==> config.mk <==
export PLATFORM = sky130hd
export DESIGN_NAME = sal_queue
export DESIGN_NICKNAME = d
export VERILOG_FILES = /design/src/hw/rtl/sal_pkg.sv /design/src/hw/rtl/sal_queue.sv
export SDC_FILE = /design/constraint.sdc
export NUM_CORES = 1
export LEC_CHECK = 0
export BUFFER_PORTS_ARGS = -buffer_cell sky130_fd_sc_hd__buf_4
export CORE_ASPECT_RATIO = 1.25
export CORE_MARGIN = 1.5
export CORE_UTILIZATION = 45
export DETAILED_ROUTE_END_ITERATION = 10
export GPL_TIMING_DRIVEN = 0
export PLACE_DENSITY = 0.7
export RECOVER_POWER = 50
export SKIP_CTS_REPAIR_TIMING = 1
export SYNTH_ARGS = -nofsm -noshare
export SYNTH_HDL_FRONTEND = slang
export SYNTH_SLANG_ARGS = --single-unit
==> constraint.sdc <==
create_clock -name clk -period 6.2 [get_ports clk]
set_clock_uncertainty 0.05 [all_clocks]
set_input_delay 1.24 -clock clk [delete_from_list [all_inputs] [get_ports clk]]
set_output_delay 1.24 -clock clk [all_outputs]
set_load 0.03 [all_outputs]
==> src/hw/rtl/sal_pkg.sv <==
// ----------------------------------------------------------------------------
// sal_pkg
// shared types and constants of the set-associative lru tag store
// ----------------------------------------------------------------------------
package sal_pkg;

    localparam int DEF_MAX_SETS = 1024;
    localparam int DEF_MAX_WAYS = 8;

    localparam int SET_IDX_W = 16;
    localparam int CFG_W     = 4;

    localparam logic [1:0] ACT_LOOKUP     = 2'd0;
    localparam logic [1:0] ACT_ACCESS     = 2'd1;
    localparam logic [1:0] ACT_INVALIDATE = 2'd2;

    localparam logic [1:0] CFG_OFFSET_BITS = 2'd0;
    localparam logic [1:0] CFG_SET_LOG2    = 2'd1;
    localparam logic [1:0] CFG_WAYS        = 2'd2;

    localparam logic [CFG_W-1:0] RST_OFFSET_BITS = 4'd6;
    localparam logic [CFG_W-1:0] RST_SET_LOG2    = 4'd6;
    localparam logic [CFG_W-1:0] RST_WAYS        = 4'd8;

    typedef struct packed {
        logic [1:0]           action;
        logic [31:0]          block;
        logic [SET_IDX_W-1:0] set_idx;
        logic [31:0]          stamp;
        logic [CFG_W-1:0]     off;
    } item_t;

    typedef struct packed {
        logic clearing;
    } back_status_t;

    typedef struct packed {
        logic valid;
    } queue_ctrl_t;

endpackage

==> src/hw/rtl/sal_queue.sv <==
// ----------------------------------------------------------------------------
// sal_queue
// two-entry queue between the front and back parts
// ----------------------------------------------------------------------------
module sal_queue
    import sal_pkg::*;
(
    input  logic        clk,
    input  logic        rst_n,
    input  logic        push,
    input  item_t       push_item,
    output logic        full,
    output queue_ctrl_t ctrl_out,
    input  logic        pop,
    output item_t       head
);

    item_t      mem_reg [2];
    logic       wr_ptr_reg;
    logic       rd_ptr_reg;
    logic [1:0] count_reg;

    assign full           = count_reg == 2'd2;
    assign ctrl_out.valid = count_reg != 2'd0;
    assign head           = mem_reg[rd_ptr_reg];

    always_ff @(posedge clk or negedge rst_n)
    begin
        if (!rst_n)
        begin
            wr_ptr_reg <= 1'b0;
            rd_ptr_reg <= 1'b0;
            count_reg  <= 2'd0;
        end
        else
        begin
            if (push)
            begin
                wr_ptr_reg <= !wr_ptr_reg;
            end
            if (pop)
            begin
                rd_ptr_reg <= !rd_ptr_reg;
            end
            count_reg <= count_reg + {1'b0, push} - {1'b0, pop};
        end
    end

    always_ff @(posedge clk)
    begin
        if (push)
        begin
            mem_reg[wr_ptr_reg] <= push_item;
        end
    end

endmodule

Word level (Yosys, flattened, before mapping)
Memories as Yosys holds them, arrays and structs flattened.
Cells that the tools add are included.
- register bits: 4
- RAM bits: 172
- bits of input ports: 90
- output and inout port bits: 88
- word-level logic and storage cells: 12
- memories: 1
- memories (memory ; words ; width ; read ports ; clocked after Yosys merged registers in ; write ports ; line ; RTL):
    mem_reg ; 2 ; 86 ; 1 ; 0 ; 1 ; sal_queue.sv:18 ; item_t mem_reg [2];
- add/sub/neg operators: 2
- eq/ne operators: 1
- muxes and demuxes: 2
- reductions and logical operators: 3
- operators with widths (operator ; number):
    $add 2x1->2 ; 1
    $eq 2x2->1 const B ; 1
    $logic_not 1->1 ; 2
    $mux 1 ; 2
    $reduce_bool 2->1 ; 1
    $sub 2x1->2 ; 1

Depth between registers and ports, before layout
- depth after elaboration: 2
- mapped depth: 5
- depth with buffers taken out: 5

Worst setup path after synthesis
Ideal clock, no wire load.
- path type: input-to-reg
- start: input push
- end: memory mem_reg[0][0] in the netlist's numbering, enable pin
- setup time: 0.541 ns
- arrival time: 4.994 ns
- data required time: 5.609 ns
- slack: 0.614 ns
- stages: 1
- buffers on the path: 0
- cell sequence: nor2b_1
- word-level cells in the longest chain between the ends: 2
- RTL lines (what ; line ; RTL):
    start, declared ; sal_queue.sv:10 ; input logic push,
    $mux 1 ; sal_queue.sv:51 ; if (push)
    $mux 1 (implied by the code) ; sal_queue.sv:53 ; mem_reg[wr_ptr_reg] <= push_item;
    end, declared ; sal_queue.sv:18 ;
No other way between the ends.

Worst setup path after layout
- start: input push
- end: memory mem_reg[1][16] in the netlist's numbering, enable pin
The elaborated chain is that of the path after synthesis.

==> results.py <==
metrics = {
    "clock_network": {
        "numCtsBuffers": 17,
        "cts_max_path_buffers": 2,
        "cts_tree": "yes",
        "clkTransAtPathRegs_ps": 70,
        "root_buffer": "clkbuf_16",
        "cts_sinks": 176,
        "htree_levels": 4,
        "clock_latency_ps": 410,
    },
    "global_routing": {
        "overflow": 0,
        "antenna_found_initial": 0,
        "track_usage": 0.1533,
        "grt_max_degree": 50,
        "grt_first_pass_wirelength_um": 17510,
        "grt_pass1_vias": 3447,
    },
    "synthesis": {
        "syn_inst": 283,
        "synth_area_mm2": 0.006526,
        "synth.area.top_cells": "edfxtp_1 79%, mux2_2 9.7%, mux2_4 6.9%",
        "synth_warnings": 0,
        "synth_top_cell_by_area": "edfxtp_1",
        "avgSynthCellArea_um2": 23.06,
        "synthArstFlopShare": 0.02273,
        "synthFlopType": "edfxtp_1",
        "yosysUniqueCellTypes": 13,
        "synth-edff-count": 172,
        "syn_nets": 375,
        "synth_top_area_frac": 0.7914,
        "synthMostInstantiatedCell": "edfxtp_1",
        "synth_commonest_cells": "172 x edfxtp_1, 56 x mux2_2, 30 x mux2_4",
        "ys_ff_latch": 176,
        "yosysSeqAreaShare": 0.8067,
    },
    "final_layout": {
        "largest_register_ffs": 172,
        "fin_nets": 575,
        "drive_gt1_frac": 0.5927,
        "diodes": 0,
        "instances_no_fill": 674,
        "syn_to_final_growth_pct": 33.53,
        "fin_area_mm2": 0.008715,
    },
    "placed_design": {
        "numPortBuffers": 177,
        "globalplace.congestion": 0.6768,
        "placed_area_mm2": 0.008183,
        "place_inst": 642,
        "place_hpwl_um": 8013,
    },
    "drt": {
        "drc": 0,
        "drt-vias-per-instance": 4.852,
        "vias": 3270,
        "drt_iter0_drc": 93,
        "ant_nets": 0,
        "drt_first_pass_iters": 4,
        "wl_per_cell_um": 17.01,
        "wl_um": 11470,
    },
    "timing": {
        "maxSlewHeadroom": -0.7567,
        "grt_setup_unrepaired": "false",
        "slew_violations": 51,
        "period_needed_ps": 3677,
        "hold_viol_final": 0,
        "setup-violations-final": 0,
        "tightest_slew_ps": 2634,
        "fmaxAchievable_mhz": 272.0,
        "min_period_over_period": 0.5931,
    },
    "worst_hold_path": {
        "hold_class": "flop to flop",
    },
    "floorplanning": {
        "num_rows": 49,
        "dieArea_mm2": 0.01524,
        "io_pins": 178,
        "die_w_um": 110.7,
        "coreArea_mm2": 0.01429,
        "start_util": 0.4569,
        "die_h_um": 137.6,
    },
    "power": {
        "powerDensity_mw_per_mm2": 502.2,
        "power.total_mw": 4.376,
        "ir_drop_v": 0.0002976,
        "p_leak_nw": 3.345,
    },
    "run": {
        "cap_violations": 2,
    },
    "critical_path": {
        "worstPathRequired_ps": 6240,
        "r2r_slack_ps": 3140,
        "path_class": "primary input to flop",
        "cp_data_arrival_time_ps": 3720,
        "path_max_fanout": 49,
        "cp-end-kind": "flop",
        "start_kind": "primary input",
    },
    "status": {
        "status": "complete, but fails checks",
        "violations": "max-capacitance violations, max-slew violations",
    },
}
-- power breakdown --
part | switching, mW | total (mW) | internal, mW
combinational | 0.963 | 1.69 | 0.726
sequential | 0.0533 | 1.63 | 1.58
clock | 0.477 | 1.05 | 0.576
-- metal layers --
| layer | vias to the layer above | wire length, µm | track usage |
|---|---|---|---|
| met2 | 120 | 6057 | 0.2623 |
| met1 | 1606 | 4231 | 0.1657 |
| met3 | 9 | 1059 | 0.07567 |
| met5 | - | 0 | 0 |
| met4 | 0 | 118 | 0.05556 |
| li1 | 1535 | - | - |
-- stage by stage --
| step | util | hold slack (ps) | setup slack, ps | setup TNS (ps) |
|---|---|---|---|---|
| after CTS | 0.6147 | 517.0 | 3106 | 0 |
| after detailed placement | 0.5728 | 500.6 | 3509 | 0 |
| after floorplan | - | 405.5 | 614.4 | 0 |
| after global routing | 0.6101 | 479.8 | 2309 | 0 |
| final | 0.6101 | 453.7 | 2523 | 0 |
| after global placement | 0.5655 | 418.7 | -1661 | -142460 |
-- worst paths after layout --
check | from | endpoint | cells after the start
max | push | mem_reg[1][16] | 3
max reg2reg | wr_ptr_reg | mem_reg[1][16] | 2
max in group asynchronous | rst_n | count_reg[0] | 1
min reg2reg | wr_ptr_reg | wr_ptr_reg | 1
min in group asynchronous | rst_n | rd_ptr_reg | 1
min | wr_ptr_reg | wr_ptr_reg | 1
-- final cells by class --
type	instances	area [µm²]
Timing Repair Buffer	181	1368
Clock inverter	15	172.7
Clock buffer	17	425.4
Buffer	10	81.33
Tap cell	178	222.7
Multi-Input combinational cell	95	1172
Sequential cell	176	5265
Inverter	2	7.507
Fill cell	1044	5570
-- logic make-up after synthesis --
group / Yosys count / share of synthesized area
mux: 86 / 0.1656
fa+ha+maj: 2 / 0.003834
flops: 176 / 0.8067
simple gates: 4 / 0.003835
buf+inv: 12 / 0.01361
xor+xnor: 3 / 0.006327
-- worst max-delay path, cell delays in order --
cell and delay, ps:
clkbuf_1 160, and2_0 1950, buf_16 310
-- cells in the final DEF (no fill, tap or decap) --
cell and instances:
and2_0 1, buf_12 2, buf_16 2, buf_2 5
buf_4 88, buf_6 5, bufinv_16 1, clkbuf_1 15
clkbuf_16 17, clkbuf_4 74, clkinv_1 1, clkinv_4 2
clkinv_8 2, clkinvlp_4 2, dfrtp_1 4, edfxtp_1 172
ha_1 2, inv_1 2, inv_6 2, inv_8 5
mux2_2 56, mux2_4 30, nor2b_1 2, or2_2 1
xor2_1 2, xor3_1 1
No activity file was read; power rests on OpenSTA's default activity.
