--- src/hw/rtl/sal_pkg.sv ---
// ----------------------------------------------------------------------------
// sal_pkg
// shared types and constants of the set-associative lru tag store
// ----------------------------------------------------------------------------
package sal_pkg;

    localparam int DEF_MAX_SETS = 1024;
    localparam int DEF_MAX_WAYS = 8;

    localparam int SET_IDX_W = 16;
    localparam int CFG_W     = 4;

    localparam logic [1:0] ACT_LOOKUP     = 2'd0;
    localparam logic [1:0] ACT_ACCESS     = 2'd1;
    localparam logic [1:0] ACT_INVALIDATE = 2'd2;

    localparam logic [1:0] CFG_OFFSET_BITS = 2'd0;
    localparam logic [1:0] CFG_SET_LOG2    = 2'd1;
    localparam logic [1:0] CFG_WAYS        = 2'd2;

    localparam logic [CFG_W-1:0] RST_OFFSET_BITS = 4'd6;
    localparam logic [CFG_W-1:0] RST_SET_LOG2    = 4'd6;
    localparam logic [CFG_W-1:0] RST_WAYS        = 4'd8;

    typedef struct packed {
        logic [1:0]           action;
        logic [31:0]          block;
        logic [SET_IDX_W-1:0] set_idx;
        logic [31:0]          stamp;
        logic [CFG_W-1:0]     off;
    } item_t;

    typedef struct packed {
        logic clearing;
    } back_status_t;

    typedef struct packed {
        logic valid;
    } queue_ctrl_t;

endpackage

--- src/hw/rtl/sal_front.sv ---
// ----------------------------------------------------------------------------
// sal_front
// accepts words, forms the block number and reduces it to a set index
// ----------------------------------------------------------------------------
module sal_front
    import sal_pkg::*;
#(
    parameter int MAX_SETS = DEF_MAX_SETS
)
(
    input  logic                 clk,
    input  logic                 rst_n,
    input  logic                 in_valid,
    output logic                 in_stall,
    input  logic [1:0]           action,
    input  logic [31:0]          address,
    input  logic [31:0]          access_time,
    input  logic [CFG_W-1:0]     cfg_offset,
    input  logic [CFG_W-1:0]     cfg_set_log2,
    input  back_status_t         back_status,
    input  logic                 q_full,
    output logic                 q_push,
    output item_t                q_item
);

    localparam bit          POW2     = (MAX_SETS & (MAX_SETS - 1)) == 0;
    localparam logic [32:0] MOD_BASE = 33'(MAX_SETS);
    localparam logic [15:0] SET_MASK = 16'(MAX_SETS - 1);

    logic                 hold_valid_reg;
    item_t                item_reg;
    logic [4:0]           step_reg;
    logic                 accept;
    logic [31:0]          block;
    logic [4:0]           s_cap;
    logic [16:0]          idx_mask;
    logic [15:0]          idx;
    logic [3:0]           k;
    logic [32:0]          cmp;
    logic [15:0]          rem_next;

    assign q_push   = hold_valid_reg && (step_reg == 5'd0) && !q_full;
    assign in_stall = back_status.clearing || (hold_valid_reg && !q_push);
    assign accept   = in_valid && !in_stall;
    assign q_item   = item_reg;

    always_comb
    begin
        block    = address >> cfg_offset;
        s_cap    = (cfg_set_log2 > 4'd15) ? 5'd16 : {1'b0, cfg_set_log2};
        idx_mask = (17'd1 << s_cap) - 17'd1;
        idx      = block[15:0] & idx_mask[15:0];
        k        = 4'(step_reg - 5'd1);
        cmp      = MOD_BASE << k;
        rem_next = item_reg.set_idx;
        if ({17'd0, item_reg.set_idx} >= cmp)
        begin
            rem_next = item_reg.set_idx - cmp[15:0];
        end
    end

    always_ff @(posedge clk or negedge rst_n)
    begin
        if (!rst_n)
        begin
            hold_valid_reg <= 1'b0;
            step_reg       <= 5'd0;
        end
        else if (accept)
        begin
            hold_valid_reg <= 1'b1;
            step_reg       <= POW2 ? 5'd0 : 5'd16;
        end
        else
        begin
            if (q_push)
            begin
                hold_valid_reg <= 1'b0;
            end
            if (step_reg != 5'd0)
            begin
                step_reg <= step_reg - 5'd1;
            end
        end
    end

    always_ff @(posedge clk)
    begin
        if (accept)
        begin
            item_reg.action  <= action;
            item_reg.block   <= block;
            item_reg.stamp   <= access_time;
            item_reg.off     <= cfg_offset;
            item_reg.set_idx <= POW2 ? (idx & SET_MASK) : idx;
        end
        else if (step_reg != 5'd0)
        begin
            item_reg.set_idx <= rem_next;
        end
    end

endmodule

--- config.mk ---
export PLATFORM = sky130hd
export DESIGN_NAME = sal_front
export DESIGN_NICKNAME = d
export VERILOG_FILES = /design/src/hw/rtl/sal_pkg.sv /design/src/hw/rtl/sal_front.sv
export SDC_FILE = /design/constraint.sdc
export NUM_CORES = 1
export LEC_CHECK = 0
export BUFFER_PORTS_ARGS = -buffer_cell sky130_fd_sc_hd__buf_2
export CAP_MARGIN = 0
export CELL_PAD_IN_SITES_DETAIL_PLACEMENT = 1
export CELL_PAD_IN_SITES_GLOBAL_PLACEMENT = 1
export CORE_MARGIN = 5
export CORE_UTILIZATION = 45
export CTS_BUF_LIST = sky130_fd_sc_hd__clkbuf_4 sky130_fd_sc_hd__clkbuf_8
export DETAILED_ROUTE_END_ITERATION = 8
export PLACE_DENSITY_LB_ADDON = 0.1
export SKIP_CTS_REPAIR_TIMING = 1
export SLEW_MARGIN = 20
export SYNTH_ARGS = -nofsm -noshare
export SYNTH_HDL_FRONTEND = slang
export SYNTH_SLANG_ARGS = --single-unit
--- constraint.sdc ---
create_clock -name clk -period 6.4 [get_ports clk]
set_input_delay 0.32 -clock clk [delete_from_list [all_inputs] [get_ports clk]]
set_output_delay 0.32 -clock clk [all_outputs]
set_load 0.02 [all_outputs]
* After elaboration in Yosys (flattened, before gate mapping)
Cells that the tools add are included.
** Operators by class
- Add/sub/neg operators :: 3
- Multipliers :: 0
- Divide/modulo/power cells :: 0
- Order comparisons :: 2
- Eq/ne operators :: 0
- Shift operators :: 3
- Multiplexer cells :: 8
- Bitwise gates (word level) :: 1
- Reduce and logical (&&, ||, !) cells :: 15
** Operators with widths (count)
- $ge A16 B33 Y1 :: 1
- $shl A11 B4 Y33 const A :: 1
- $shr A32 B4 Y32 :: 1
- $mux W10 :: 3
- $sub A16 B16 Y16 :: 1
- $mux W5 :: 3
- $and A10 B10 Y10 :: 1
- $shl A1 B5 Y10 const A :: 1
- $sub A10 B1 Y10 const B :: 1
- $reduce_bool A2 Y1 :: 3
- $logic_not A5 Y1 :: 1
- $reduce_bool A5 Y1 :: 1
- $sub A5 B1 Y5 const B :: 1
- $gt A4 B4 Y1 const B :: 1
- $logic_and A1 B1 Y1 :: 4
- $reduce_and A2 Y1 :: 2
- $logic_not A1 Y1 :: 3
- $mux W1 :: 2
- $logic_or A1 B1 Y1 :: 1
** Storage, ports and cells
- Bits in registers :: 92
- Latch bits :: 0
- Memory bits (writable) :: 0
- Memory bits (read-only) :: 0
- Bits of input ports :: 79
- Output and inout port bits :: 88
- Memories kept :: 0

* Logic depth before layout (Yosys ltp)
- Depth after elaboration :: 10
- Gate-level depth with buffers :: 11
- Gate-level depth less buffers :: 11

* Least setup slack after synthesis
No wires, ideal clock.
- Kind :: reg2reg
- From :: reg step_reg[0]
- To :: reg item_reg (netlist bit q_item[39]) (enable)
- Library setup time :: 0.289 ns
- Data arrival time :: 2.699 ns
- Data required time :: 6.111 ns
- Slack :: 3.411 ns
- Cell stages (with the launch flop) :: 11
- Buffers on the path :: 0
- Period minus slack after synthesis :: 2.989 ns
- Cells stage by stage :: dfrtp_1 -> inv_1 -> ha_1 -> o41ai_4 -> nand2_1 -> ha_1 -> o211ai_1 -> a21oi_1 -> or3_1 -> nand2_1 -> nand2_1
** On the way
- Longest elaborated chain between the ends :: 10
- Elaborated cells between the ends (all ways) :: 15
** RTL lines
- from (decl) :: RTL line sal_front.sv:32 : logic [4:0] step_reg;
- from (signal assigned) :: RTL line sal_front.sv:72 : step_reg <= POW2 ? 5'd0 : 5'd16;
- from (signal assigned) :: RTL line sal_front.sv:82 : step_reg <= step_reg - 5'd1;
- branches (longest 9 deep; another with $ge A16 B33 Y1)
- $reduce_and A2 Y1 (no source line) *
- to (decl) :: RTL line sal_front.sv:31 : item_t item_reg;
Every way passes the cells marked *.
A chain may end at the register's enable or synchronous reset.

* Worst setup path after layout
- From :: reg step_reg[0]
- To :: reg item_reg (netlist bit q_item[45]) (data pin)
** On the way
- Longest elaborated chain between the ends :: 9
- Elaborated cells between the ends (all ways) :: 14
** RTL lines
- branches (longest 8 deep; another with $sub A16 B16 Y16)
- $mux W10 * :: RTL line sal_front.sv:89 : if (accept)
Every way passes the cells marked *. The select of a mux whose other input is x is not followed.

==> metrics.txt <==
status finished, final reports clean; Synth warnings 0; max-slew violations 0; GRT Util Overall 19.69%; clock slew at reported path FFs 0.11 ns; CP Class register to register; drt initial violations 238; Num CTS Buffers 9; placed insts 663; Yosys top cell area share 46.92%; clock sinks 92; Final Cycle Share 56.89%; initial antenna violation count 0; nets@finish 624; critical path cell sequence inv_1 -> ha_1 -> or4b_1 -> o21ai_4 -> nand2_2 -> clkinv_2 -> buf_4 -> o2111ai_1 -> nand2_1; post-route cell area 6227 um2; leak pwr 2.518 nW; P_sw 0.0009021 W; hold depth 1; Clock power frac 18.5%; H-tree Lvls 3; met2 Use GR 35.93%; most frequent cells after synthesis edfxtp_1, mux4_2, nand2_1, mux2i_1, nor2_1; crit start category register; Slew headroom 39.15%; hold crit path type input port to register; Layout Cells excl Fill 681; fillers 1206; Die X 116.7 um; std cell rows 39; Sw Ratio 39.72%; Final setup viols 0; CP startpoint step_reg[0]; crit-path max FO 43; first-pass GRT wire length 20610 um; Pwr Density 364.7 nW/um2; CTS tree built; final core utilization 55.24%; max-capacitance violation count 0; Async S/R FF share, synth 6.522%; crit path to q_item[45]; CTS max path bufs 2; Core Footprint 11270 um2; Seq/Total Area, Yosys 52.20%; sequential share of power 39.0%; fmax 274.6 MHz; DR WL/cell 20.01 um; Syn Inst Count 376; dominant cell type by area after synthesis edfxtp_1; Final HPWL DP 10620 um; Synth area leaders edfxtp_1, mux4_2, mux2i_1, dfrtp_1, ha_1; count leader, synth edfxtp_1; gp weighted congestion 0.8096; Setup crit end kind register; Root Buffer clkbuf_8; GRT busiest layer met2; reg2reg end q_item[45]; IR drop worst, VDD 0.2548 mV; worst r2r src step_reg[0]; multi-input logic area 2268 um2; Crit path largest cell delay 0.66 ns; grt ovf 0; worst clock skew 0.01114 ns; max reg flops 86; die area 13610 um2; Port Buf Inserts 166; critical path arrival 3.87 ns; Clock Latency Late Sink 0.36 ns; drt pass-1 iters 4; layout cells sized above 1 43.87%; RSZ-0062 raised after global routing no; Layout area overhead 21.63%; cell-internal power 0.001369 W; Post-Route WL 13630 um; largest net degree at the start of global routing 46; WP data required 6.63 ns; post-place instance area 5986 um2; synthesized net count 467; reg2reg setup slack 2.76 ns; logic gate share of total power 42.5%; Die Height 116.7 um; final hold violation count 0; top_reg_cell synth edfxtp_1; mapped cell area 5120 um2; Setup TNS 0 ns; met3 Track Usage GR 3.109%; Routed Antenna Nets 0; crit path time final 3.641 ns; CP max-delay cell or4b_1; slew of the pin with the lowest slew margin 0.9128 ns; diode count 0; Synth Register Bits 92; via count 3789; number of distinct library cells after synthesis 61; DRC violations left 0; vias in the first global route 3943; Reg2Reg Depth 9; Vias/cell 5.564; Top-Level Pins 167; Syn Area/Cell 13.62 um2; initial core utilization 45.42%; area occupied by registers 2673 um2; met1 GRT Util 23.86%; Post-synth EDFFs 80
==> cell type report <==
type	count	share of cell area [%]
inverters	7	0.4420
flip-flops and latches	92	42.92
clock inverters	7	1.406
multi-input cells	254	36.43
well taps	143	2.873
repair buffers	169	13.94
clock buffers	9	1.989
==> metal layers <==
metal  vias up  routed length [um]
met3        10                 668
li1       1792                   -
met5         -                   0
met2        97                7488
met4         0                 172
met1      1890                5297
==> critical path, delay by kind of cell, from the launching register on <==
family	cells	cell delay [ns]
AO/OA/AOI/OAI	2	0.44
adder cells (fa/ha/maj)	1	0.21
buffers and inverters	3	1.30
flip-flops	1	0.49
AND/OR/NAND/NOR	3	1.03
==> worst min-delay path by stage <==
stage | from | endpoint | slack [ns]
after floorplan | rst_n | hold_valid_reg | 0.02
after global placement | rst_n | hold_valid_reg | 0.16
final | access_time[25] | q_item[29] | 0.12
after detailed placement | rst_n | hold_valid_reg | 0.16
after global routing | access_time[25] | q_item[29] | 0.09
after CTS | rst_n | hold_valid_reg | -0.25
==> through the flow <==
step                setup WS [ns]  power, W  hold slack (ns)
finish                      2.759  0.002271           0.1225
floorplan                   3.411  0.001593          0.02441
detailed placement          2.783  0.001866           0.1648
CTS                         2.728  0.002288          -0.2476
global route                2.490  0.002412          0.08813
global placement            2.958  0.001835           0.1553
==> power by group through the flow <==
stage               clock network (W)  registers, W  logic [W]
finish                       0.000420      0.000886   0.000965
global route                 0.000454      0.000900    0.00106
CTS                          0.000429      0.000888   0.000971
detailed placement                  0      0.000901   0.000965
global placement                    0      0.000893   0.000941
floorplan                           0      0.000977   0.000616
==> cells by family after synthesis <==
family,after synthesis,share of synthesized area [%]
muxes,66,21.19
xor gates and xnor gates,6,1.026
buffers and inverters,30,3.495
DFF,92,52.20
AOI/OAI and AO/OA,68,9.262
adders and majority gates,12,2.932
and+or+nand+nor,102,9.898
==> cell usage in the layout, fill, tap and decap left out, types with 4 or more instances in the layout <==
cell      synthesis  final
a21oi_1          20     20
buf_2             2    166
mux2i_1          24     24
o21ai_0          10     10
dfxtp_1           6      6
inv_1             5      5
a211oi_1          4      4
clkbuf_8          0      9
o22ai_1           5      5
nor2_1           24     24
o21a_1            5      5
mux4_2           33     33
edfxtp_1         80     80
dfrtp_1           6      6
nor3_1           13     13
xnor2_1           5      5
ha_1             12     12
mux2_2            9      9
nand3_1           6      6
nor2b_1           5      5
nand2_1          28     28
nand3b_1          4      4
Note: power is estimated with default switching activity, not from simulation.
